===== src/sv/pipft_pkg.sv =====
// Shared types for the point-in-polygon fan test unit.
// Holds the per-vertex flag struct passed from front end to back end.
// No dependencies.
`timescale 1ns / 1ps
`default_nettype none

package pipft_pkg;

	// Per-vertex control flags, worked out by the front end
	typedef struct packed {
		logic start;   // first vertex of a polygon: clear the hit accumulator
		logic eval;    // vertex closes a fan triangle
		logic last;    // final vertex: emit a result
		logic few;     // polygon ends with fewer than three vertices
		logic degen;   // first, previous and current vertex coincide
		logic pt_eq;   // query point equals the first vertex
	} pipft_flags_t;

	localparam int unsigned FLAG_W = $bits(pipft_flags_t);

	// Slot order of coordinates in a packed job word
	localparam int unsigned SLOT_QX = 0;
	localparam int unsigned SLOT_QY = 1;
	localparam int unsigned SLOT_FX = 2;
	localparam int unsigned SLOT_FY = 3;
	localparam int unsigned SLOT_PX = 4;
	localparam int unsigned SLOT_PY = 5;
	localparam int unsigned SLOT_VX = 6;
	localparam int unsigned SLOT_VY = 7;
	localparam int unsigned NUM_SLOTS = 8;

	// Input command codes
	localparam logic CMD_POINT  = 1'b0;
	localparam logic CMD_VERTEX = 1'b1;

endpackage

`default_nettype wire


===== src/sv/pipft_front.sv =====
// Front end: accepts point and vertex beats, tracks query, first and previous vertex.
// Emits one job per vertex beat with its triangle and flags. Depends on pipft_pkg.
`timescale 1ns / 1ps
`default_nettype none

module pipft_front import pipft_pkg::*; #(
	parameter int unsigned COORD_BITS   = 24,
	parameter int unsigned MAX_VERTICES = 256
) (
	input  wire logic                             clk,
	input  wire logic                             arst_n,
	input  wire logic                             in_valid,
	output      logic                             in_ready,
	input  wire logic                             command,
	input  wire logic signed [COORD_BITS-1:0]     x_coord,
	input  wire logic signed [COORD_BITS-1:0]     y_coord,
	input  wire logic                             last_vertex,
	output      logic                             job_valid,
	input  wire logic                             job_ready,
	output      pipft_flags_t                     job_flags,
	output      logic [NUM_SLOTS*COORD_BITS-1:0]  job_coords
);

	localparam int unsigned CNT_W = $clog2(MAX_VERTICES + 1);

	logic signed [COORD_BITS-1:0] query_x_q, query_y_q;
	logic signed [COORD_BITS-1:0] first_x_q, first_y_q;
	logic signed [COORD_BITS-1:0] prev_x_q, prev_y_q;
	logic [CNT_W-1:0]             count_q;
	logic [CNT_W-1:0]             count_inc;
	logic                         accept;
	logic                         is_vertex;
	logic                         count_zero;

	// Hold off only when the queue is full
	assign in_ready   = job_ready;
	assign accept     = in_valid && in_ready;
	assign is_vertex  = (command == CMD_VERTEX);
	assign count_zero = (count_q == '0);

	// Saturating count after this vertex
	assign count_inc = (count_q < CNT_W'(MAX_VERTICES)) ? count_q + CNT_W'(1) : count_q;

	// Build the job for the current vertex beat
	assign job_valid        = in_valid && is_vertex;
	assign job_flags.start  = count_zero;
	assign job_flags.eval   = (count_q >= CNT_W'(2));
	assign job_flags.last   = last_vertex;
	assign job_flags.few    = (count_inc < CNT_W'(3));
	assign job_flags.degen  = (first_x_q == prev_x_q) && (first_y_q == prev_y_q) &&
	                          (prev_x_q == x_coord) && (prev_y_q == y_coord);
	assign job_flags.pt_eq  = (query_x_q == first_x_q) && (query_y_q == first_y_q);

	assign job_coords[SLOT_QX*COORD_BITS +: COORD_BITS] = query_x_q;
	assign job_coords[SLOT_QY*COORD_BITS +: COORD_BITS] = query_y_q;
	assign job_coords[SLOT_FX*COORD_BITS +: COORD_BITS] = count_zero ? x_coord : first_x_q;
	assign job_coords[SLOT_FY*COORD_BITS +: COORD_BITS] = count_zero ? y_coord : first_y_q;
	assign job_coords[SLOT_PX*COORD_BITS +: COORD_BITS] = prev_x_q;
	assign job_coords[SLOT_PY*COORD_BITS +: COORD_BITS] = prev_y_q;
	assign job_coords[SLOT_VX*COORD_BITS +: COORD_BITS] = x_coord;
	assign job_coords[SLOT_VY*COORD_BITS +: COORD_BITS] = y_coord;

	// Update the polygon state on each accepted beat
	always_ff @(posedge clk or negedge arst_n) begin
		if (!arst_n) begin
			query_x_q <= '0;
			query_y_q <= '0;
			first_x_q <= '0;
			first_y_q <= '0;
			prev_x_q  <= '0;
			prev_y_q  <= '0;
			count_q   <= '0;
		end else if (accept) begin
			if (!is_vertex) begin
				query_x_q <= x_coord;
				query_y_q <= y_coord;
				count_q   <= '0;
			end else begin
				if (count_zero) begin
					first_x_q <= x_coord;
					first_y_q <= y_coord;
				end
				prev_x_q <= x_coord;
				prev_y_q <= y_coord;
				count_q  <= last_vertex ? '0 : count_inc;
			end
		end
	end

	// Count never passes its ceiling
	assert property (@(posedge clk) disable iff (!arst_n)
		count_q <= CNT_W'(MAX_VERTICES))
		else $error("pipft_front: vertex count beyond ceiling");

endmodule

`default_nettype wire


===== config.mk =====
export PLATFORM = sky130hd
export DESIGN_NAME = pipft_front
export DESIGN_NICKNAME = d
export VERILOG_FILES = /design/src/sv/pipft_pkg.sv /design/src/sv/pipft_front.sv
export SDC_FILE = /design/constraint.sdc
export NUM_CORES = 1
export LEC_CHECK = 0
export ABC_AREA = 1
export BUFFER_PORTS_ARGS = -buffer_cell sky130_fd_sc_hd__buf_2
export CAP_MARGIN = 20
export CORE_UTILIZATION = 32
export CTS_CLUSTER_SIZE = 16
export DETAILED_ROUTE_END_ITERATION = 6
export PLACE_DENSITY = 0.64
export REMOVE_ABC_BUFFERS = 1
export SYNTH_ARGS = -nofsm -noshare
export SYNTH_HDL_FRONTEND = slang
export SYNTH_SLANG_ARGS = --single-unit

===== constraint.sdc =====
create_clock -name clk -period 3.4 [get_ports clk]
set_clock_uncertainty 0.05 [all_clocks]
set_input_delay 0.34 -clock clk [delete_from_list [all_inputs] [get_ports clk]]
set_output_delay 0.34 -clock clk [all_outputs]
set_load 0.03 [all_outputs]

==> Word-level counts from Yosys, hierarchy flattened <==
Index checks and enable logic that the tools add are counted.
{ "word_totals": {"reg_bits": 153, "input_bits": 54} }
{ "op_classes": {"addsub": 1, "magnitude_cmp": 3, "eq_ne": 6, "n_mux": 5, "bitwise": 1, "n_reduce_logical": 9} }
{ "ops": {"columns": ["cell", "n"], "rows": [
  ["24-bit == test", 6],
  ["24-bit two-way mux", 2],
  ["9-bit two-way mux", 3],
  ["9-bit by 1-bit adder with 9-bit output (second input constant)", 1],
  ["9-bit by 2-bit greater-or-equal comparator with 1-bit output (second input constant)", 1],
  ["9-bit logical NOT", 1],
  ["9-bit by 2-bit < comparator with 1-bit output (second input constant)", 1],
  ["9-bit < comparator (second input constant)", 1],
  ["1-bit logical AND", 6],
  ["2-bit AND reduction", 2],
  ["1-bit NOT", 1]
]} }

==> Depth between registers and ports, before layout <==
Gate-level depths: netlist of the first run.
{ "logic_depth": {"depth_word": 4, "depth_mapped": 11} }

==> Worst setup path after synthesis of the first run <==
No wires, ideal clock.
{ "synth_path": {"path_kind": "flip-flop to output port", "startpoint": "register count_q[0]", "endpoint": "output job_coords[87]", "t_arrival_ns": 1.613, "required_ns": 3.010, "path_slack_ns": 1.397, "stages_incl_launch_ff": 8, "path_cell_list": "dfrtp_1 > inv_1 > ha_1 > nand2_1 > nor2_2 > nand2_4 > buf_2 > o21ai_1"} }
{ "synth_between": {"elab_chain_len": 2} }
{ "synth_lines": {"columns": ["element", "line", "text"], "rows": [
  ["start, declared", "pipft_front.sv:29", "logic [CNT_W-1:0] count_q;"],
  ["start signal, assigned", "pipft_front.sv:85", "count_q <= last_vertex ? '0 : count_inc;"],
  ["9-bit logical NOT", "pipft_front.sv:39", "assign count_zero = (count_q == '0);"],
  ["24-bit two-way mux", null, null],
  ["end, declared", "pipft_front.sv:21", "output logic [NUM_SLOTS*COORD_BITS-1:0] job_coords"]
]} }
Every way passes these cells.

==> Worst setup path after layout of the first run <==
{ "layout_path": {"startpoint": "register count_q[0]", "endpoint": "output job_coords[90]"} }
The elaborated chain is that of the path after synthesis.

==> results.sh, run 1 <==
export IMPL_ys_seq_area_frac=0.421
export IMPL_end_kind="output pin"
export IMPL_setup_slack_ns=0.423
export IMPL_cts_buffers=17
export IMPL_worst_pin_slew_ns=1.05
export IMPL_place_area_mm2=0.0103
export IMPL_leakagePower_nw=5.68
export IMPL_syn_area_per_cell_um2=7.18
export IMPL_period_share=0.876
export IMPL_finalNonFillerCells=1846
export IMPL_num_vias=8559
export IMPL_cts_setup_buffers=0
export IMPL_setup_viol_count_final=0
export IMPL_grt_pass1_wl_mm=41.0
export IMPL_ys_seq_elements=153
export IMPL_cts_resized=0
export IMPL_cellPowerDensity_mw_per_mm2=661
export IMPL_synth_area_mm2=0.00909
export IMPL_yosys_warnings=0
export IMPL_setup_tns_ns=0
export IMPL_rsz0062_at_grt="false"
export IMPL_dieArea_mm2=0.0291
export IMPL_final_area_mm2=0.0109
export IMPL_final_cell_mix="nand2_1, buf_2, inv_1, dfrtp_1, o21ai_0"
export IMPL_core_mm2=0.0279
export IMPL_clock_path_buffers=2
export IMPL_wl_per_cell_um=14.3
export IMPL_final_core_util=0.391
export IMPL_drt_wl_total_mm=26.3
export IMPL_cp_arrival_ns=2.59
export IMPL_fp_row_count=61
export IMPL_cts_root_buf="clkbuf_16"
export IMPL_ys_types=29
export IMPL_crit_path_max_fanout=50
export IMPL_ir_drop_mv=0.280
export IMPL_grt_max_degree=122
export IMPL_cap_violations=0
export IMPL_crit_path_start_kind="flip-flop"
export IMPL_ant_nets=0
export IMPL_status="finished clean"
export IMPL_min_period_ns=2.98
export IMPL_clk_latency_ns=0.42
export IMPL_drive_gt1_frac=0.240
export IMPL_via_per_inst=4.64
export IMPL_hold_path_class="input pin to flip-flop"
export IMPL_finalHoldViolCount=0
export IMPL_hpwl_mm=19.3
export IMPL_grt_use_total=0.182
export IMPL_drc=0
export IMPL_dp_slack_ns=0.882
export IMPL_max_freq_ghz=0.336
export IMPL_first_pass_iters=5
export IMPL_synth_edff_count=0
export IMPL_place_congestion=0.872
export IMPL_crit_required_ns=3.01
export IMPL_area_growth_pct=19.9
export IMPL_ctsHoldBuffers=1
export IMPL_ios=254
export IMPL_ys_flop_type="dfrtp_1"
export IMPL_clk_pin_slew_ns=0.07
export IMPL_ys_async_sr_fraction=1.00
export IMPL_tritoncts="yes"
export IMPL_crit_type="flip-flop to output pin"
export IMPL_cts_sinks=153
export IMPL_drv_slew=0
export IMPL_htreeDepth=4
export IMPL_start_util=0.326
export IMPL_dp_cells=1813
export IMPL_synthCells=1266
export IMPL_fp_dieW_um=171
export IMPL_grt_pass1_vias=7720
export IMPL_nets=1511
export IMPL_die_h_um=171
export IMPL_ff2ff_setup_slack_ns=1.14
export IMPL_antenna_found_initial=0
export IMPL_final_common_cell="nand2_1"
export IMPL_slew_headroom=0.298
export IMPL_drtIter0Drc=513
export IMPL_overflow=0
export IMPL_antenna_cells=0
export IMPL_port_buffers=253
## path summary, 6_finish.rpt
| kind | from | endpoint | cells after the start |
|---|---|---|---|
| setup reg to reg | count_q[0]$_DFFE_PN0P_ | first_y_q[20]$_DFFE_PN0P_ | 10 |
| hold / removal | y_coord[9] | prev_y_q[9]$_DFFE_PN0P_ | 3 |
| min in group asynchronous | arst_n | prev_x_q[18]$_DFFE_PN0P_ | 2 |
| setup / recovery | count_q[0]$_DFFE_PN0P_ | job_coords[90] | 9 |
| max in group asynchronous | arst_n | query_y_q[19]$_DFFE_PN0P_ | 3 |
| hold reg to reg | query_x_q[21]$_DFFE_PN0P_ | query_x_q[21]$_DFFE_PN0P_ | 2 |
## per-stage QoR
step / power, mW / hold WS [ns]
after floorplan: 4.40 / -0.00559
after global placement: 5.36 / 0.460
after detailed placement: 5.40 / 0.470
after CTS: 7.29 / 0.0901
after global routing: 7.68 / 0.107
final: 7.20 / 0.110
## Yosys cell counts, drive strengths merged (8+ instances only)
master  number  area share
nand2      475        0.20
o21ai      195        0.12
inv        162       0.067
dfrtp      153        0.42
nor2        75       0.032
buf         74       0.058
xnor2       30       0.029
nand4       25       0.017
xor2        23       0.022
clkbuf      17      0.0070
nor3         9      0.0067
nand3        8      0.0044
## state kept, by name, indices dropped and copies added (netlist names)
signal / cells
query_y_q: 24
query_x_q: 24
count_q: 9
first_y_q: 24
prev_y_q: 24
first_x_q: 24
prev_x_q: 24
## layout make-up
cell class,count,area (um2)
clock buffers,19,443
clock inverters,13,113
fillers,2915,17000
inverters,162,608
multi-input cells,860,4070
flip-flops and latches,153,3830
well taps,378,473
repair buffers,261,1360
## logic make-up after synthesis
| group | count (synthesis) | synth area share |
|---|---|---|
| AO/OA/AOI/OAI | 208 | 0.127 |
| flip-flops | 153 | 0.421 |
| buffers and inverters | 253 | 0.132 |
| AND/OR/NAND/NOR | 597 | 0.266 |
| adder cells (fa/ha/maj) | 2 | 0.00275 |
| XOR/XNOR | 53 | 0.0511 |
## routing by layer
layer	up-vias	wire, um	track usage
li1	4264	-	-
met3	23	1440	0.0372
met4	0	409	0.0509
met1	4018	12200	0.244
met2	254	12300	0.295
met5	-	0	0
## worst max-delay path: stages, from the launching register on
cell and delay, ns:
dfrtp_1 0.40, inv_1 0.11, ha_1 0.21, nand2_1 0.07
nor2_2 0.05, nand2_4 0.50, buf_12 0.37, nand2_1 0.11
o21ai_2 0.09, buf_2 0.22
## power by group
part / switching [mW] / total (mW) / leakage [nW] / internal (mW)
Sequential: 0.427 / 2.60 / 1.92 / 2.17
Clock: 0.874 / 1.85 / 0.263 / 0.975
Combinational: 1.89 / 2.75 / 3.50 / 0.864
Note: power is estimated with default switching activity, not from simulation.
==> run 2: changes to the inputs <==
- BUFFER_PORTS_ARGS: -buffer_cell sky130_fd_sc_hd__buf_2 -> -buffer_cell sky130_fd_sc_hd__buf_4
- TNS_END_PERCENT: unset -> 50
==> run 2 against run 1 <==
The flow now finishes with violations (hold timing); global-route usage hardly changed; critical path type unchanged; die area is the same; fmax up 0.17%; critical path depth unchanged; non-clock buffer count decreased by 1; sequential share of layout area decreased by 2.3 points; register-to-register slack lost 0.03 ns; combinational power grew 8.7%; largest cell class unchanged.
==> results.sh, run 2 (synthesized netlist as in run 1, its figures left out) <==
export IMPL_status="complete, but fails checks"
export IMPL_violations="hold timing"
export IMPL_setup_slack_ns=0.428
export IMPL_path_buf_inv=3
export IMPL_crit_type="flip-flop to output pin"
export IMPL_grt_pass1_vias=7731
export IMPL_htreeDepth=4
export IMPL_min_period_ns=2.97
export IMPL_place_congestion=0.851
export IMPL_cts_sinks=153
export IMPL_fp_dieW_um=171
export IMPL_cts_root_buf="clkbuf_16"
export IMPL_clk_pin_slew_ns=0.07
export IMPL_clk_latency_ns=0.41
export IMPL_fp_row_count=61
export IMPL_dieArea_mm2=0.0291
export IMPL_overflow=0
export IMPL_via_per_inst=4.55
export IMPL_tritoncts="yes"
export IMPL_cap_violations=0
export IMPL_drtIter0Drc=537
export IMPL_drive_gt1_frac=0.240
export IMPL_cts_buffers=17
export IMPL_drv_slew=0
export IMPL_start_util=0.326
export IMPL_crit_required_ns=3.01
export IMPL_area_growth_pct=28.1
export IMPL_die_h_um=171
export IMPL_worstReg2RegStart="count_q[0]$_DFFE_PN0P_"
export IMPL_drc=0
export IMPL_clock_path_buffers=2
export IMPL_grt_max_degree=96
export IMPL_cp_arrival_ns=2.58
export IMPL_first_pass_iters=6
export IMPL_crit_slowest_cell="nand2_4"
export IMPL_antenna_cells=0
export IMPL_nets=1510
export IMPL_end_kind="output pin"
export IMPL_r2r_end="first_y_q[20]$_DFFE_PN0P_"
export IMPL_critPathTopFamily="simple AND/OR/NAND/NOR gates"
export IMPL_core_mm2=0.0279
export IMPL_slew_headroom=0.378
export IMPL_period_share=0.874
export IMPL_whs_ns=-0.0675
export IMPL_cellPowerDensity_mw_per_mm2=671
export IMPL_final_core_util=0.418
export IMPL_ff2ff_setup_slack_ns=1.11
export IMPL_setup_tns_ns=0
export IMPL_crit_chain="inv_1 -> ha_1 -> nand2_1 -> nor2_2 -> nand2_4 -> buf_4 -> nand2_1 -> o21ai_2 -> buf_4"
export IMPL_n_fill_cell=2871
export IMPL_ir_drop_mv=0.254
export IMPL_final_common_cell="nand2_1"
export IMPL_port_buffers=253
export IMPL_antenna_found_initial=0
export IMPL_leakagePower_nw=5.93
export IMPL_final_cell_mix="nand2_1, buf_4, inv_1, dfrtp_1, o21ai_0"
export IMPL_ctsHoldBuffers=0
export IMPL_max_freq_ghz=0.337
export IMPL_grt_pass1_wl_mm=41.1
export IMPL_dp_slack_ns=0.855
export IMPL_hpwl_mm=19.4
export IMPL_critPathMaxStageDelay_ns=0.52
export IMPL_cts_resized=0
export IMPL_crit_path_max_fanout=51
export IMPL_setup_viol_count_final=0
export IMPL_ant_nets=0
export IMPL_hold_path_class="input pin to asynchronous set/reset pin"
export IMPL_wl_per_cell_um=14.2
export IMPL_ios=254
export IMPL_cts_setup_buffers=0
export IMPL_multiInputGateArea_mm2=0.00407
export IMPL_crit_path_start_kind="flip-flop"
export IMPL_rsz0062_at_grt="false"
export IMPL_seq_area_mm2=0.00383
export IMPL_grt_use_total=0.182
export IMPL_finalHoldViolCount=27
export IMPL_p_total_mw=7.81
export IMPL_num_vias=8392
export IMPL_worst_pin_slew_ns=0.932
export IMPL_drt_wl_total_mm=26.2
export IMPL_worst_r2r_path_depth=10
==> run 2: cell types whose count changed in the layout (fill, tap and decap cells not counted), sizes merged <==
cell | previous run | this run
bufinv | 0 | 6
clkbuf | 19 | 17
clkinvlp | 3 | 1
dlygate4sd3 | 1 | 0
inv | 167 | 164
==> run 2: routing by layer <==
layer | vias to the layer above | track usage | part of all wire
li1 | 4268 | - | -
met1 | 3871 | 0.248 | 0.46
met2 | 238 | 0.290 | 0.47
met3 | 15 | 0.0428 | 0.062
met4 | 0 | 0.0415 | 0.0093
met5 | - | 0 | 0
==> run 2: through the flow <==
stage,hold slack (ns),std cells,cell area (um2)
floorplan,-0.00559,1175,8500
global placement,0.452,1813,11000
detailed placement,0.460,1813,11000
CTS,0.00149,1844,11600
global route,0.0116,1844,11600
finish,-0.0675,1844,11600
==> run 2: worst register-to-register path, cell delays in order, from the launching register on <==
cell     delay (ns)
dfrtp_1        0.39
inv_1          0.10
ha_1           0.20
nand2_1        0.07
nor2_2         0.05
nand2_4        0.52
buf_4          0.42
nand2_1        0.12
o21ai_2        0.09
nand2_1        0.11
o21ai_1        0.09
==> run 2: power by group <==
part / leakage [nW] / internal [mW] / switching [mW] / total [mW]
Clock: 0.324 / 1.38 / 0.828 / 2.21
Sequential: 1.92 / 2.17 / 0.431 / 2.60
Combinational: 3.69 / 1.09 / 1.90 / 2.99
==> run 2: area by class of cell <==
type / count / area share
Tap cell: 378 / 0.0406
Timing Repair Buffer: 260 / 0.171
Sequential cell: 153 / 0.329
Inverter: 162 / 0.0522
Clock buffer: 17 / 0.0365
Multi-Input combinational cell: 860 / 0.350
Clock inverter: 14 / 0.0211
==> run 2: worst max path at each step <==
| stage | cells past startpoint | startpoint | slack (ns) | to |
|---|---|---|---|---|
| CTS | 9 | count_q[0]$_DFFE_PN0P_ | 0.40 | job_coords[90] |
| finish | 9 | count_q[0]$_DFFE_PN0P_ | 0.43 | job_coords[90] |
| global placement | 9 | count_q[0]$_DFFE_PN0P_ | 0.95 | job_coords[51] |
| global route | 9 | count_q[0]$_DFFE_PN0P_ | 0.28 | job_coords[90] |
| detailed placement | 9 | count_q[0]$_DFFE_PN0P_ | 0.86 | job_coords[90] |
| floorplan | 8 | in_valid | 0.20 | count_q[8]$_DFFE_PN0P_ |
