`src/sv/pipft_fifo.sv`:
```
// Short register queue between front end and back end.
// Generic width; depth a power of two. No dependencies.
`timescale 1ns / 1ps
`default_nettype none

module pipft_fifo #(
	parameter int unsigned WIDTH = 8,
	parameter int unsigned DEPTH = 4
) (
	input  wire logic             clk,
	input  wire logic             arst_n,
	input  wire logic             push_valid,
	output      logic             push_ready,
	input  wire logic [WIDTH-1:0] push_data,
	output      logic             pop_valid,
	input  wire logic             pop_ready,
	output      logic [WIDTH-1:0] pop_data
);

	localparam int unsigned PTR_W = (DEPTH > 1) ? $clog2(DEPTH) : 1;
	localparam int unsigned CNT_W = $clog2(DEPTH + 1);

	logic [WIDTH-1:0] mem_q [DEPTH];
	logic [PTR_W-1:0] wr_ptr_q, rd_ptr_q;
	logic [CNT_W-1:0] count_q;
	logic             push, pop;

	assign push_ready = (count_q != CNT_W'(DEPTH));
	assign pop_valid  = (count_q != '0);
	assign pop_data   = mem_q[rd_ptr_q];
	assign push       = push_valid && push_ready;
	assign pop        = pop_valid && pop_ready;

	// Store the incoming beat
	always_ff @(posedge clk) begin
		if (push) begin
			mem_q[wr_ptr_q] <= push_data;
		end
	end

	// Advance pointers and occupancy
	always_ff @(posedge clk or negedge arst_n) begin
		if (!arst_n) begin
			wr_ptr_q <= '0;
			rd_ptr_q <= '0;
			count_q  <= '0;
		end else begin
			if (push) begin
				wr_ptr_q <= (wr_ptr_q == PTR_W'(DEPTH - 1)) ? '0 : wr_ptr_q + PTR_W'(1);
			end
			if (pop) begin
				rd_ptr_q <= (rd_ptr_q == PTR_W'(DEPTH - 1)) ? '0 : rd_ptr_q + PTR_W'(1);
			end
			if (push && !pop) begin
				count_q <= count_q + CNT_W'(1);
			end else if (pop && !push) begin
				count_q <= count_q - CNT_W'(1);
			end
		end
	end

	// Occupancy stays within depth
	assert property (@(posedge clk) disable iff (!arst_n)
		count_q <= CNT_W'(DEPTH))
		else $error("pipft_fifo: occupancy beyond depth");

endmodule

`default_nettype wire

```
`config.mk`:
```
export PLATFORM = sky130hd
export DESIGN_NAME = pipft_fifo
export DESIGN_NICKNAME = d
export VERILOG_FILES = /design/src/sv/pipft_fifo.sv
export SDC_FILE = /design/constraint.sdc
export NUM_CORES = 1
export LEC_CHECK = 0
export ABC_AREA = 0
export BUFFER_PORTS_ARGS = -buffer_cell sky130_fd_sc_hd__buf_2
export CORE_MARGIN = 3
export CORE_UTILIZATION = 40
export DETAILED_ROUTE_END_ITERATION = 8
export GPL_ROUTABILITY_DRIVEN = 0
export HOLD_SLACK_MARGIN = 0.1
export SLEW_MARGIN = 20
export SYNTH_ARGS = -nofsm -noshare
export SYNTH_HDL_FRONTEND = slang
export SYNTH_SLANG_ARGS = --single-unit
```
`constraint.sdc`:
```
create_clock -name clk -period 3.5 [get_ports clk]
set_clock_uncertainty 0.2 [all_clocks]
set_input_delay 0.35 -clock clk [delete_from_list [all_inputs] [get_ports clk]]
set_output_delay 0.35 -clock clk [all_outputs]
set_load 0.1 [all_outputs]
```
* Yosys cells after proc, flatten, opt, wreduce, memory -nomap -nowiden
Memories as Yosys holds them, arrays and structs flattened. Index checks and enable logic that the tools add are counted.
Storage, ports and cells: flip-flop bits (word level) 7, memory bits (writable) 32, input port bits 12, output and inout bits 10, memories kept 1
Cells by class: add/sub/neg operators 4, equality and inequality tests 3, multiplexer cells 6, reductions and logical operators 8
Memory list:
- mem_q | words 4, width 8, read ports 1, clocked after Yosys merged registers in 0, write ports 1, RTL line 23 | logic [WIDTH-1:0] mem_q [DEPTH];
Operators with widths (number):
- $mux W3 | 2
- $add A2 B1 Y2 const B | 2
- $eq A2 B2 Y1 const B | 2
- $logic_and A1 B1 Y1 | 4
- $mux W2 | 2
- $add A3 B1 Y3 const B | 1
- $ne A3 B3 Y1 const B | 1
- $reduce_bool A3 Y1 | 1
- $sub A3 B1 Y3 const B | 1
- $logic_not A1 Y1 | 2
- $mux W1 | 2
- $reduce_bool A2 Y1 | 1

* Depth between registers and ports, before layout
Gate-level depths: netlist of the first run.
depth after elaboration 6, mapped depth 8, gate-level depth less buffers 8

* Worst setup path before layout of the first run
OpenSTA, ideal clock, no wires.
kind reg-to-reg, start register count_q[0], end register count_q[2], arrival time 2.350 ns, required time 3.221 ns, path slack 0.871 ns, cell stages (with the launch flop) 9, path buffers 0, cell sequence dfrtp_1 or3_2 nand2_1 ha_1 inv_1 fa_1 xor2_1 nor2_1 xor2_1
Between the ends: longest elaborated chain between the ends 5, elaborated cells on any way between the ends 13, those cells by class add/sub (2); eq/ne (1); mux (2); reduce/logical (8)
Ends and longest elaborated chain:
- start: declaration | RTL line 25 | logic [CNT_W-1:0] count_q;
- start signal: assignment | RTL line 55 | count_q <= count_q + CNT_W'(1);
- start signal: assignment | RTL line 57 | count_q <= count_q - CNT_W'(1);
- $reduce_bool A3 Y1 (*) | RTL line 29 | assign pop_valid = (count_q != '0);
- named net pop_valid | RTL line 15 | output logic pop_valid,
- $logic_and A1 B1 Y1 (*) | RTL line 32 | assign pop = pop_valid && pop_ready;
- $logic_not A1 Y1 | RTL line 54 | if (push && !pop) begin
- $logic_and A1 B1 Y1 | RTL line 54
- $mux W3 or $reduce_bool A2 Y1 (tied branches)
Mark *: on every way through the listed nets, which the timed path passes. The rest lies on a longest branch. The select of a mux whose other input is x is not followed. A chain may end at the register's enable or synchronous reset.

* Worst setup path after layout of the first run
start register rd_ptr_q[0], end output pop_data[7]
Between the ends: longest elaborated chain between the ends 1
Ends and longest elaborated chain:
- start: declaration | RTL line 24 | logic [PTR_W-1:0] wr_ptr_q, rd_ptr_q;
- start signal: assignment | RTL line 52 | rd_ptr_q <= (rd_ptr_q == PTR_W'(DEPTH - 1)) ? '0 : rd_ptr_q + PTR_W'(1);
- $mem_v2 Z4 W8
- end: declaration | RTL line 17 | output logic [WIDTH-1:0] pop_data
Every way passes these cells.

==> results of run 1 <==
[final timing paths]
check | cells after the start | slack, ps | end
min in group clk | 3 | 270 | rd_ptr_q[1]
min | 2 | 230 | count_q[0]
min reg2reg | 1 | 300 | count_q[2]
max | 2 | 1040 | pop_data[7]
max reg2reg | 8 | 1150 | count_q[2]
max in group asynchronous | 2 | 2710 | count_q[2]
[area by class of cell]
type / count / share of cell area
inverter: 3 / 0.00585
tap: 48 / 0.0312
timing repair buffer: 30 / 0.101
sequential: 39 / 0.590
clock inverter: 2 / 0.00650
clock buffer: 6 / 0.0377
multi-input combinational: 34 / 0.227
[state kept, by name, indices dropped and copies added, names as in the netlist]
name      count
wr_ptr_q      2
count_q       3
mem_q        32
rd_ptr_q      2
[stage by stage]
stage	util	setup slack, ps	instance area [µm²]	hold slack [ps]	cells
floorplan	-	871	1590	-146	78
global placement	0.468	1170	1750	-5.85	145
detailed placement	0.468	1120	1750	1.60	145
CTS	0.514	971	1930	226	162
global route	0.514	907	1930	242	162
finish	0.514	1040	1930	231	162
[cells by family (layout without fill, tap and decap cells)]
family	after synthesis	after routing	synth area share
XOR/XNOR	3	3	0.0165
flip-flops	39	39	0.713
buffers and inverters	5	41	0.0126
multiplexers	13	13	0.153
adder cells (fa/ha/maj)	7	7	0.0597
AND/OR/NAND/NOR	11	11	0.0455
[Yosys cell counts]
cell	count	share of area
sky130_fd_sc_hd__ha_1	6	0.047
sky130_fd_sc_hd__and2_4	1	0.0055
sky130_fd_sc_hd__nor2_1	3	0.0071
sky130_fd_sc_hd__inv_1	3	0.0071
sky130_fd_sc_hd__xor2_1	2	0.011
sky130_fd_sc_hd__fa_1	1	0.013
sky130_fd_sc_hd__dfrtp_1	7	0.11
sky130_fd_sc_hd__mux2_4	2	0.019
sky130_fd_sc_hd__xnor2_1	1	0.0055
sky130_fd_sc_hd__buf_2	1	0.0031
sky130_fd_sc_hd__and3_2	4	0.019
sky130_fd_sc_hd__buf_1	1	0.0024
sky130_fd_sc_hd__edfxtp_1	32	0.60
sky130_fd_sc_hd__mux4_2	8	0.11
sky130_fd_sc_hd__or3b_4	1	0.0071
sky130_fd_sc_hd__or3_2	1	0.0047
sky130_fd_sc_hd__nand2_1	1	0.0024
sky130_fd_sc_hd__mux2_2	3	0.021
[repair_timing]
item,in CTS,in global routing
setup buffers,0,0
hold buffers,9,0
hold endpoints to repair,39,0
[routing by layer]
metal | vias to the layer above | routed length, µm | share of wire
met4 | 0 | 24 | 0.0091
met5 | - | 0 | 0
li1 | 372 | - | -
met1 | 384 | 1250 | 0.47
met3 | 2 | 85 | 0.032
met2 | 14 | 1280 | 0.49
[cell usage in the layout (no fill, tap or decap), types with 2 or more instances in the layout]
| master | n |
|---|---|
| sky130_fd_sc_hd__buf_2 | 21 |
| sky130_fd_sc_hd__mux4_2 | 8 |
| sky130_fd_sc_hd__nor2_1 | 3 |
| sky130_fd_sc_hd__clkbuf_8 | 5 |
| sky130_fd_sc_hd__mux2_4 | 2 |
| sky130_fd_sc_hd__inv_1 | 3 |
| sky130_fd_sc_hd__mux2_2 | 3 |
| sky130_fd_sc_hd__and3_2 | 4 |
| sky130_fd_sc_hd__xor2_1 | 2 |
| sky130_fd_sc_hd__dfrtp_1 | 7 |
| sky130_fd_sc_hd__edfxtp_1 | 32 |
| sky130_fd_sc_hd__dlygate4sd3_1 | 9 |
| sky130_fd_sc_hd__ha_1 | 6 |
[critical path, delay by kind of cell (launching register included)]
family / cells / cell delay (ps)
buffers and inverters: 1 / 310
multiplexers: 1 / 580
flip-flops: 1 / 730
==> Flow_metrics.wiki, run 1 <==
{| class="wikitable"
! Metric !! Value
|-
| Status || finished clean
|-
| Busiest layer in global routing || met2
|-
| Register clock-pin slew on the reported worst setup and hold paths || 70 ps
|-
| Crit path from || rd_ptr_q[0]
|-
| Data arrival time of the critical path || 1910 ps
|-
| Longest individual stage delay on the worst path || 730 ps
|-
| Area of all sequential standard cells || 0.00114 mm²
|-
| I/O pin count || 22
|-
| Critical Path Slowest Stage Cell || sky130_fd_sc_hd__dfrtp_1
|-
| Total clock buffers created by CTS || 5
|-
| Yosys warns || 0
|-
| Row count || 22
|-
| Overall routed net length || 2640 µm
|-
| Cell count after synthesis || 78
|-
| Clock network latency to the later pin of the worst-skew pair || 280 ps
|-
| Maximum root-to-sink buffer count || 2
|-
| Flip-flop and latch count after synthesis || 39
|-
| Max frequency || 407 MHz
|-
| Worst slew pin tran || 607 ps
|-
| CTS sink cnt || 39
|-
| Number of global-route vias before repair || 826
|-
| Setup repair after global routing missed its margin || false
|-
| Number of nets with antenna violations after routing || 0
|-
| Via count || 772
|-
| MaxCap Viol Count || 0
|-
| Core outline area || 0.00374 mm²
|-
| P&R area growth vs syn || 20.8%
|-
| Layout Nets || 132
|-
| Element type at the critical path end || output pin
|-
| Number of antenna diodes || 0
|-
| Final setup fails || 0
|-
| Fill count || 326
|-
| Routed len/inst || 16.3 µm
|-
| Final period utilization || 0.702
|-
| Number of antenna violations at the first check in global routing || 0
|-
| Post-synthesis sequential area ratio || 0.713
|-
| Number of iterations in the first detailed-routing pass || 3
|-
| HP Class || primary input to asynchronous set/reset pin
|-
| Worst-path fanout max || 11
|-
| Syn Area/Cell || 20.4 µm²
|-
| Met2 Usage GRT || 0.183
|-
| Met3 track demand over resource || 0.0437
|-
| Category of the most critical setup path || flip-flop to output pin
|-
| Worst slew margin relative to its limit || 0.596
|-
| Drt initial violations || 21
|-
| Reg-to-Reg Start || count_q[0]
|-
| Worst path required time || 2950 ps
|-
| Maximum number of pins on one net before global-route repair || 13
|-
| Nets in the synthesized netlist || 97
|-
| Min Tclk post-route || 2460 ps
|-
| Kind of start point of the critical path || flip-flop
|-
| Drt via density || 4.77
|-
| Total number of H-tree levels || 2
|-
| Final hold violations || 0
|-
| DIE AREA || 0.00478 mm²
|-
| Cells along the critical path || mux4_2 > buf_2
|-
| Count of port buffers added during placement || 21
|-
| Initial standard-cell utilization of the core || 0.426
|-
| Unique cell type count in the Yosys netlist || 18
|-
| Total Neg Setup Slack || 0 ps
|-
| Fraction of final layout cells sized beyond drive strength 1 || 0.421
|-
| Post-detailed-route DRC marker count || 0
|-
| Area of the mapped netlist || 0.00159 mm²
|-
| Number of pins with negative max-slew slack in the final report || 0
|-
| DIE WIDTH || 69.1 µm
|-
| Chip Height || 69.1 µm
|-
| CTS tree || done
|-
| Estimated wirelength of the detail-placed design || 1770 µm
|-
| GRT Overall Usage || 0.123
|-
| Total area of multi-input combinational cells || 438 µm²
|-
| Wire length of the first global-routing pass || 4280 µm
|-
| Global-route met1 utilization || 0.165
|-
| Resized Gates After CTS || 0
|-
| Grt total ovfl || 0
|-
| Root buffer cell || sky130_fd_sc_hd__clkbuf_8
|}
Power of run 1 is not shown: default switching activity piles up to over one toggle a cycle in this logic, so the estimate is an artifact.
==> inputs of run 2 (changes only) <==
Clock period 3.5 ns to 2.05 ns, I/O delays scaled along.
==> run 2 against run 1 <==
The flow now finishes with violations (negative setup slack). Non-clock buffer count is 16 higher. Critical path depth grew 4. Die area did not move. Worst hold slack got worse by 100 ps.
==> Flow_metrics.wiki, run 2 (synthesis gave the netlist of run 1 again) <==
{| class="wikitable"
! Metric !! Value
|-
| Total area of multi-input combinational cells || 464 µm² (+6.0%)
|-
| CTS tree || done
|-
| Fill count || 311 (-4.6%)
|-
| Element type at the critical path end || flip-flop
|-
| Area of all sequential standard cells || 0.00114 mm² (+0.22%)
|-
| Number of iterations in the first detailed-routing pass || 4 (+1)
|-
| DIE AREA || 0.00478 mm² (unchanged)
|-
| Layout Nets || 148 (+12%)
|-
| Min Tclk post-route || 2160 ps
|-
| I/O pin count || 22 (unchanged)
|-
| Most frequent standard cell in the layout excluding fill and tap cells || sky130_fd_sc_hd__edfxtp_1
|-
| Number of antenna diodes || 0 (unchanged)
|-
| Number of global-route vias before repair || 887 (+7.4%)
|-
| Grt total ovfl || 0 (unchanged)
|-
| P&R area growth vs syn || 36.7%
|-
| Chip Height || 69.1 µm (unchanged)
|-
| Number of nets with antenna violations after routing || 0 (unchanged)
|-
| Category of the most critical setup path || flip-flop to flip-flop
|-
| Post-Place Setup Slack || -119 ps (-1240 ps)
|-
| Maximum root-to-sink buffer count || 2 (unchanged)
|-
| Clock network latency to the later pin of the worst-skew pair || 280 ps (about the same)
|-
| Largest regs || mem_q (32), count_q (3)
|-
| Routed len/inst || 15.2 µm (-6.5%)
|-
| Final Cell Area || 0.00218 mm² (+13%)
|-
| HP Class || primary input to flip-flop
|-
| Total clock buffers created by CTS || 5 (unchanged)
|-
| Overall routed net length || 2710 µm (+2.7%)
|-
| Drt initial violations || 44 (+110%)
|-
| Post-detailed-route DRC marker count || 0 (unchanged)
|-
| Core outline area || 0.00374 mm² (unchanged)
|-
| Worst slew margin relative to its limit || 0.678 (+0.0828)
|-
| Violated checks || negative setup slack
|-
| Estimated wirelength of the detail-placed design || 1770 µm (about the same)
|-
| Data arrival time of the critical path || 2130 ps (+220 ps)
|-
| GRT Overall Usage || 0.121 (-0.00175)
|-
| Finished Layout Cells || 178 (+9.9%)
|-
| DIE WIDTH || 69.1 µm (unchanged)
|-
| Number of antenna violations at the first check in global routing || 0 (unchanged)
|-
| Row count || 22 (unchanged)
|-
| Kind of start point of the critical path || flip-flop
|-
| Worst setup margin || -111 ps (-1150 ps)
|-
| Most frequent cells in the layout || sky130_fd_sc_hd__edfxtp_1, sky130_fd_sc_hd__buf_4, sky130_fd_sc_hd__buf_2, sky130_fd_sc_hd__dlygate4sd3_1, sky130_fd_sc_hd__mux4_2
|-
| MaxCap Viol Count || 0 (unchanged)
|-
| Setup repair after global routing missed its margin || true
|-
| Via count || 850 (+10%)
|-
| Worst slew pin tran || 486 ps (-121 ps)
|-
| Final period utilization || 1.05
|-
| Max frequency || 463 MHz
|-
| Register clock-pin slew on the reported worst setup and hold paths || 70 ps (about the same)
|-
| Maximum number of pins on one net before global-route repair || 14 (+1)
|-
| Register ranked first by flip-flop count || mem_q
|-
| Final hold violations || 0 (unchanged)
|-
| Initial standard-cell utilization of the core || 0.426 (unchanged)
|-
| Drt via density || 4.78 (+0.21%)
|-
| Count of port buffers added during placement || 21 (unchanged)
|-
| Root buffer cell || sky130_fd_sc_hd__clkbuf_8
|-
| Wire length of the first global-routing pass || 4310 µm (+0.49%)
|-
| Total number of H-tree levels || 2 (unchanged)
|-
| Worst path required time || 2020 ps (-930 ps)
|-
| Final setup fails || 2 (+2)
|-
| Inst Count DP || 153 (+5.5%)
|-
| Worst-path fanout max || 3 (-8)
|-
| Flip-flop count of the largest register, all copies and words added || 32 (unchanged)
|-
| Post-Place Cell Area || 0.00184 mm² (+5.4%)
|-
| CTS sink cnt || 39 (unchanged)
|-
| Total Neg Setup Slack || -139 ps (-139 ps)
|-
| Fraction of final layout cells sized beyond drive strength 1 || 0.538 (+0.117)
|-
| Status || finished with violations
|-
| Number of pins with negative max-slew slack in the final report || 0 (unchanged)
|}
## run 2: stage by stage
step	hold slack (ps)	utilization
6_report	131	0.582
3_5_place_dp	-147	0.493
4_1_cts	129	0.566
3_3_place_gp	-149	0.493
2_1_floorplan	-291	-
5_1_grt	146	0.582
## run 2: final timing paths
check,startpoint,to,slack (ps),cells past startpoint
min in group asynchronous,arst_n,count_q[1],720,3
max in group asynchronous,arst_n,rd_ptr_q[1],660,3
setup reg to reg,count_q[1],count_q[1],-110,6
hold reg to reg,count_q[2],count_q[2],390,2
setup / recovery,count_q[1],count_q[1],-110,6
hold / removal,pop_ready,count_q[0],130,4
## run 2: timing repair
action | in CTS | in global routing
gates resized for setup | 13 | 8
buffers inserted | 3 | 4
hold buffers | 10 | 0
endpoints found under the setup margin | 10 | 8
endpoints found under the hold margin | 39 | 0
pin swaps | 4 | 4
## run 2: layout make-up
class,instances,share of cell area
well taps,48,0.0276
flip-flops and latches,39,0.522
inverters,3,0.00517
multi-input cells,34,0.213
repair buffers,46,0.180
clock inverters,3,0.0201
clock buffers,5,0.0316
## run 2: critical path: stages (launching register included)
cell	delay [ps]
sky130_fd_sc_hd__dfrtp_1	400
sky130_fd_sc_hd__or3b_4	410
sky130_fd_sc_hd__and2_4	160
sky130_fd_sc_hd__ha_4	150
sky130_fd_sc_hd__inv_2	50
sky130_fd_sc_hd__fa_2	420
sky130_fd_sc_hd__mux2_2	270
## run 2: per-layer routing
layer | track usage | vias to the layer above | wire, µm
met2 | 0.198 | 19 | 1440
met5 | 0 | - | 0
li1 | - | 405 | -
met1 | 0.146 | 424 | 1120
met3 | 0.0481 | 2 | 130
met4 | 0.0390 | 0 | 17
Power of run 2 is left out for the same reason.
==> inputs of run 3 (changes only) <==
Settings changed: BUFFER_PORTS_ARGS -buffer_cell sky130_fd_sc_hd__buf_2 to unset, DONT_BUFFER_PORTS set to 1, MAX_ROUTING_LAYER set to met4, TNS_END_PERCENT set to 20.
==> run 3 against run 2 <==
The run still ends with negative setup slack left. Worst hold slack improved by 24 ps. Utilization fell by 0.64 points. Largest cell class unchanged. Non-clock buffer count fell by 14.
==> Flow_metrics.wiki, run 3 (synthesis gave the netlist of run 1 again) <==
{| class="wikitable"
! Metric !! Value
|-
| Status || finished with violations
|-
| Violated checks || negative setup slack
|-
| Chip Height || 69.1 µm (unchanged)
|-
| Total number of H-tree levels || 2 (unchanged)
|-
| Root buffer cell || sky130_fd_sc_hd__clkbuf_8
|-
| Final period utilization || 1.05 (-0.00441)
|-
| Overall routed net length || 2650 µm (-2.1%)
|-
| HP Class || primary input to flip-flop
|-
| Worst-path fanout max || 3 (unchanged)
|-
| MaxCap Viol Count || 0 (unchanged)
|-
| Register-to-Register Path Depth || 6 (unchanged)
|-
| Critical Path Slowest Stage Cell || sky130_fd_sc_hd__dfrtp_1
|-
| Number of antenna diodes || 0 (unchanged)
|-
| Total Neg Setup Slack || -198 ps (-59.9 ps)
|-
| Fraction of final layout cells sized beyond drive strength 1 || 0.440 (-0.0988)
|-
| Worst slew margin relative to its limit || 0.715 (+0.0369)
|-
| Via count || 810 (-4.7%)
|-
| Core outline area || 0.00374 mm² (unchanged)
|-
| Min Tclk post-route || 2150 ps (-9.04 ps)
|-
| Final hold violations || 0 (unchanged)
|-
| Category of the most critical setup path || flip-flop to flip-flop
|-
| Hold Crit Start || push_valid
|-
| Longest individual stage delay on the worst path || 400 ps (-20 ps)
|-
| Worst slew pin tran || 427 ps (-58.7 ps)
|-
| Drt via density || 4.94 (+3.4%)
|-
| Post-detailed-route DRC marker count || 0 (unchanged)
|-
| Max frequency || 465 MHz (+0.42%)
|-
| Maximum number of pins on one net before global-route repair || 14 (unchanged)
|-
| Most frequent standard cell in the layout excluding fill and tap cells || sky130_fd_sc_hd__edfxtp_1
|-
| Largest regs || mem_q (32), count_q (3)
|-
| Setup repair after global routing missed its margin || true
|-
| Fill count || 300 (-3.5%)
|-
| Flip-flop count of the largest register, all copies and words added || 32 (unchanged)
|-
| Initial standard-cell utilization of the core || 0.426 (unchanged)
|-
| Clock network latency to the later pin of the worst-skew pair || 280 ps (about the same)
|-
| Total clock buffers created by CTS || 5 (unchanged)
|-
| Total area of multi-input combinational cells || 465 µm² (+0.27%)
|-
| Number of nets with antenna violations after routing || 0 (unchanged)
|-
| Layout Nets || 134 (-9.5%)
|-
| Worst setup margin || -102 ps (+9.04 ps)
|-
| Capture instance of the worst register-to-register path || count_q[1]
|-
| Number of antenna violations at the first check in global routing || 0 (unchanged)
|-
| CTS sink cnt || 39 (unchanged)
|-
| Drt initial violations || 48 (+9.1%)
|-
| Worst path required time || 2020 ps (about the same)
|-
| Hold path depth || 1 (-3)
|-
| Element type at the critical path end || flip-flop
|-
| Worst setup slack for register-to-register paths || -100 ps (about the same)
|-
| Number of iterations in the first detailed-routing pass || 4 (unchanged)
|-
| Kind of start point of the critical path || flip-flop
|-
| Number of global-route vias before repair || 884 (-0.34%)
|-
| Maximum root-to-sink buffer count || 2 (unchanged)
|-
| Row count || 22 (unchanged)
|-
| Area of all sequential standard cells || 0.00114 mm² (-0.22%)
|-
| Grt total ovfl || 0 (unchanged)
|-
| DIE AREA || 0.00478 mm² (unchanged)
|-
| Register clock-pin slew on the reported worst setup and hold paths || 70 ps (about the same)
|-
| Most frequent cells in the layout || sky130_fd_sc_hd__edfxtp_1, sky130_fd_sc_hd__dlygate4sd3_1, sky130_fd_sc_hd__buf_4, sky130_fd_sc_hd__mux4_2, sky130_fd_sc_hd__buf_12
|-
| DIE WIDTH || 69.1 µm (unchanged)
|-
| Final setup fails || 2 (unchanged)
|-
| CTS tree || done
|-
| Data arrival time of the critical path || 2120 ps (about the same)
|-
| Number of pins with negative max-slew slack in the final report || 0 (unchanged)
|-
| Wire length of the first global-routing pass || 4390 µm (+1.9%)
|-
| P&R area growth vs syn || 35.2%
|-
| GRT Overall Usage || 0.125 (+0.00372)
|-
| Reg-to-Reg Start || count_q[0]
|-
| Hold path endpoint || mem_q[1][1]
|-
| Register ranked first by flip-flop count || mem_q
|-
| Count of port buffers added during placement || 0 (-100%)
|-
| Cells along the critical path || or3b_4 > and2_4 > ha_4 > inv_2 > fa_1 > mux2_4
|-
| I/O pin count || 22 (unchanged)
|-
| Routed len/inst || 16.2 µm (+6.2%)
|}
run 3: changes by cell type in the layout (fill, tap and decap cells not counted), sizes merged:
cell         previous run  this run
buf                    36        20
dlygate4sd3            10        12
run 3: layout make-up:
| type | instances | area share |
|---|---|---|
| inverters | 3 | 0.00522 |
| clock buffers | 5 | 0.0319 |
| repair buffers | 32 | 0.172 |
| flip-flops and latches | 39 | 0.527 |
| well taps | 48 | 0.0279 |
| clock inverters | 3 | 0.0203 |
| multi-input cells | 34 | 0.216 |
run 3: timing repair:
action / in CTS / in global routing
hold buffers: 12 / 0
pin swaps: 0 / 1
setup buffers: 1 / 1
endpoints found under the setup margin: 2 / 2
endpoints found under the hold margin: 43 / 0
resized for setup: 1 / 1
gates cloned: 0 / 0
run 3: worst max-delay path, delay by kind of cell (launching register included):
kind,cells,cell delay [ps]
AND/OR/NAND/NOR,2,560
adder cells (fa/ha/maj),2,550
flip-flops,1,400
multiplexers,1,280
buffers and inverters,1,50
run 3: per-stage QoR:
stage	utilization	setup WS [ps]	std cells	hold WS, ps	cell area [µm²]
2_1_floorplan	-	-301	78	-291	1610
3_3_place_gp	0.507	-51.9	142	-290	1900
3_5_place_dp	0.507	-91.1	142	-290	1900
4_1_cts	0.573	-106	163	154	2140
5_1_grt	0.576	-166	164	153	2160
6_report	0.576	-102	164	155	2160
run 3: worst max-delay path by stage:
stage | from | slack (ps) | depth (start not counted) | endpoint
final | count_q[0] | -100 | 6 | count_q[1]
after global routing | count_q[2] | -170 | 8 | count_q[2]
after CTS | count_q[1] | -110 | 6 | count_q[1]
after detailed placement | count_q[1] | -90 | 6 | count_q[1]
after global placement | count_q[1] | -50 | 6 | count_q[1]
after floorplan | count_q[1] | -300 | 6 | count_q[1]
run 3: metal layers:
metal / track usage / vias up / part of all wire
li1: - / 379 / -
met2: 0.199 / 24 / 0.52
met1: 0.144 / 405 / 0.41
met3: 0.0510 / 2 / 0.058
met5: - / - / 0
met4: 0.0390 / 0 / 0.0053
Power of run 3 is left out for the same reason.
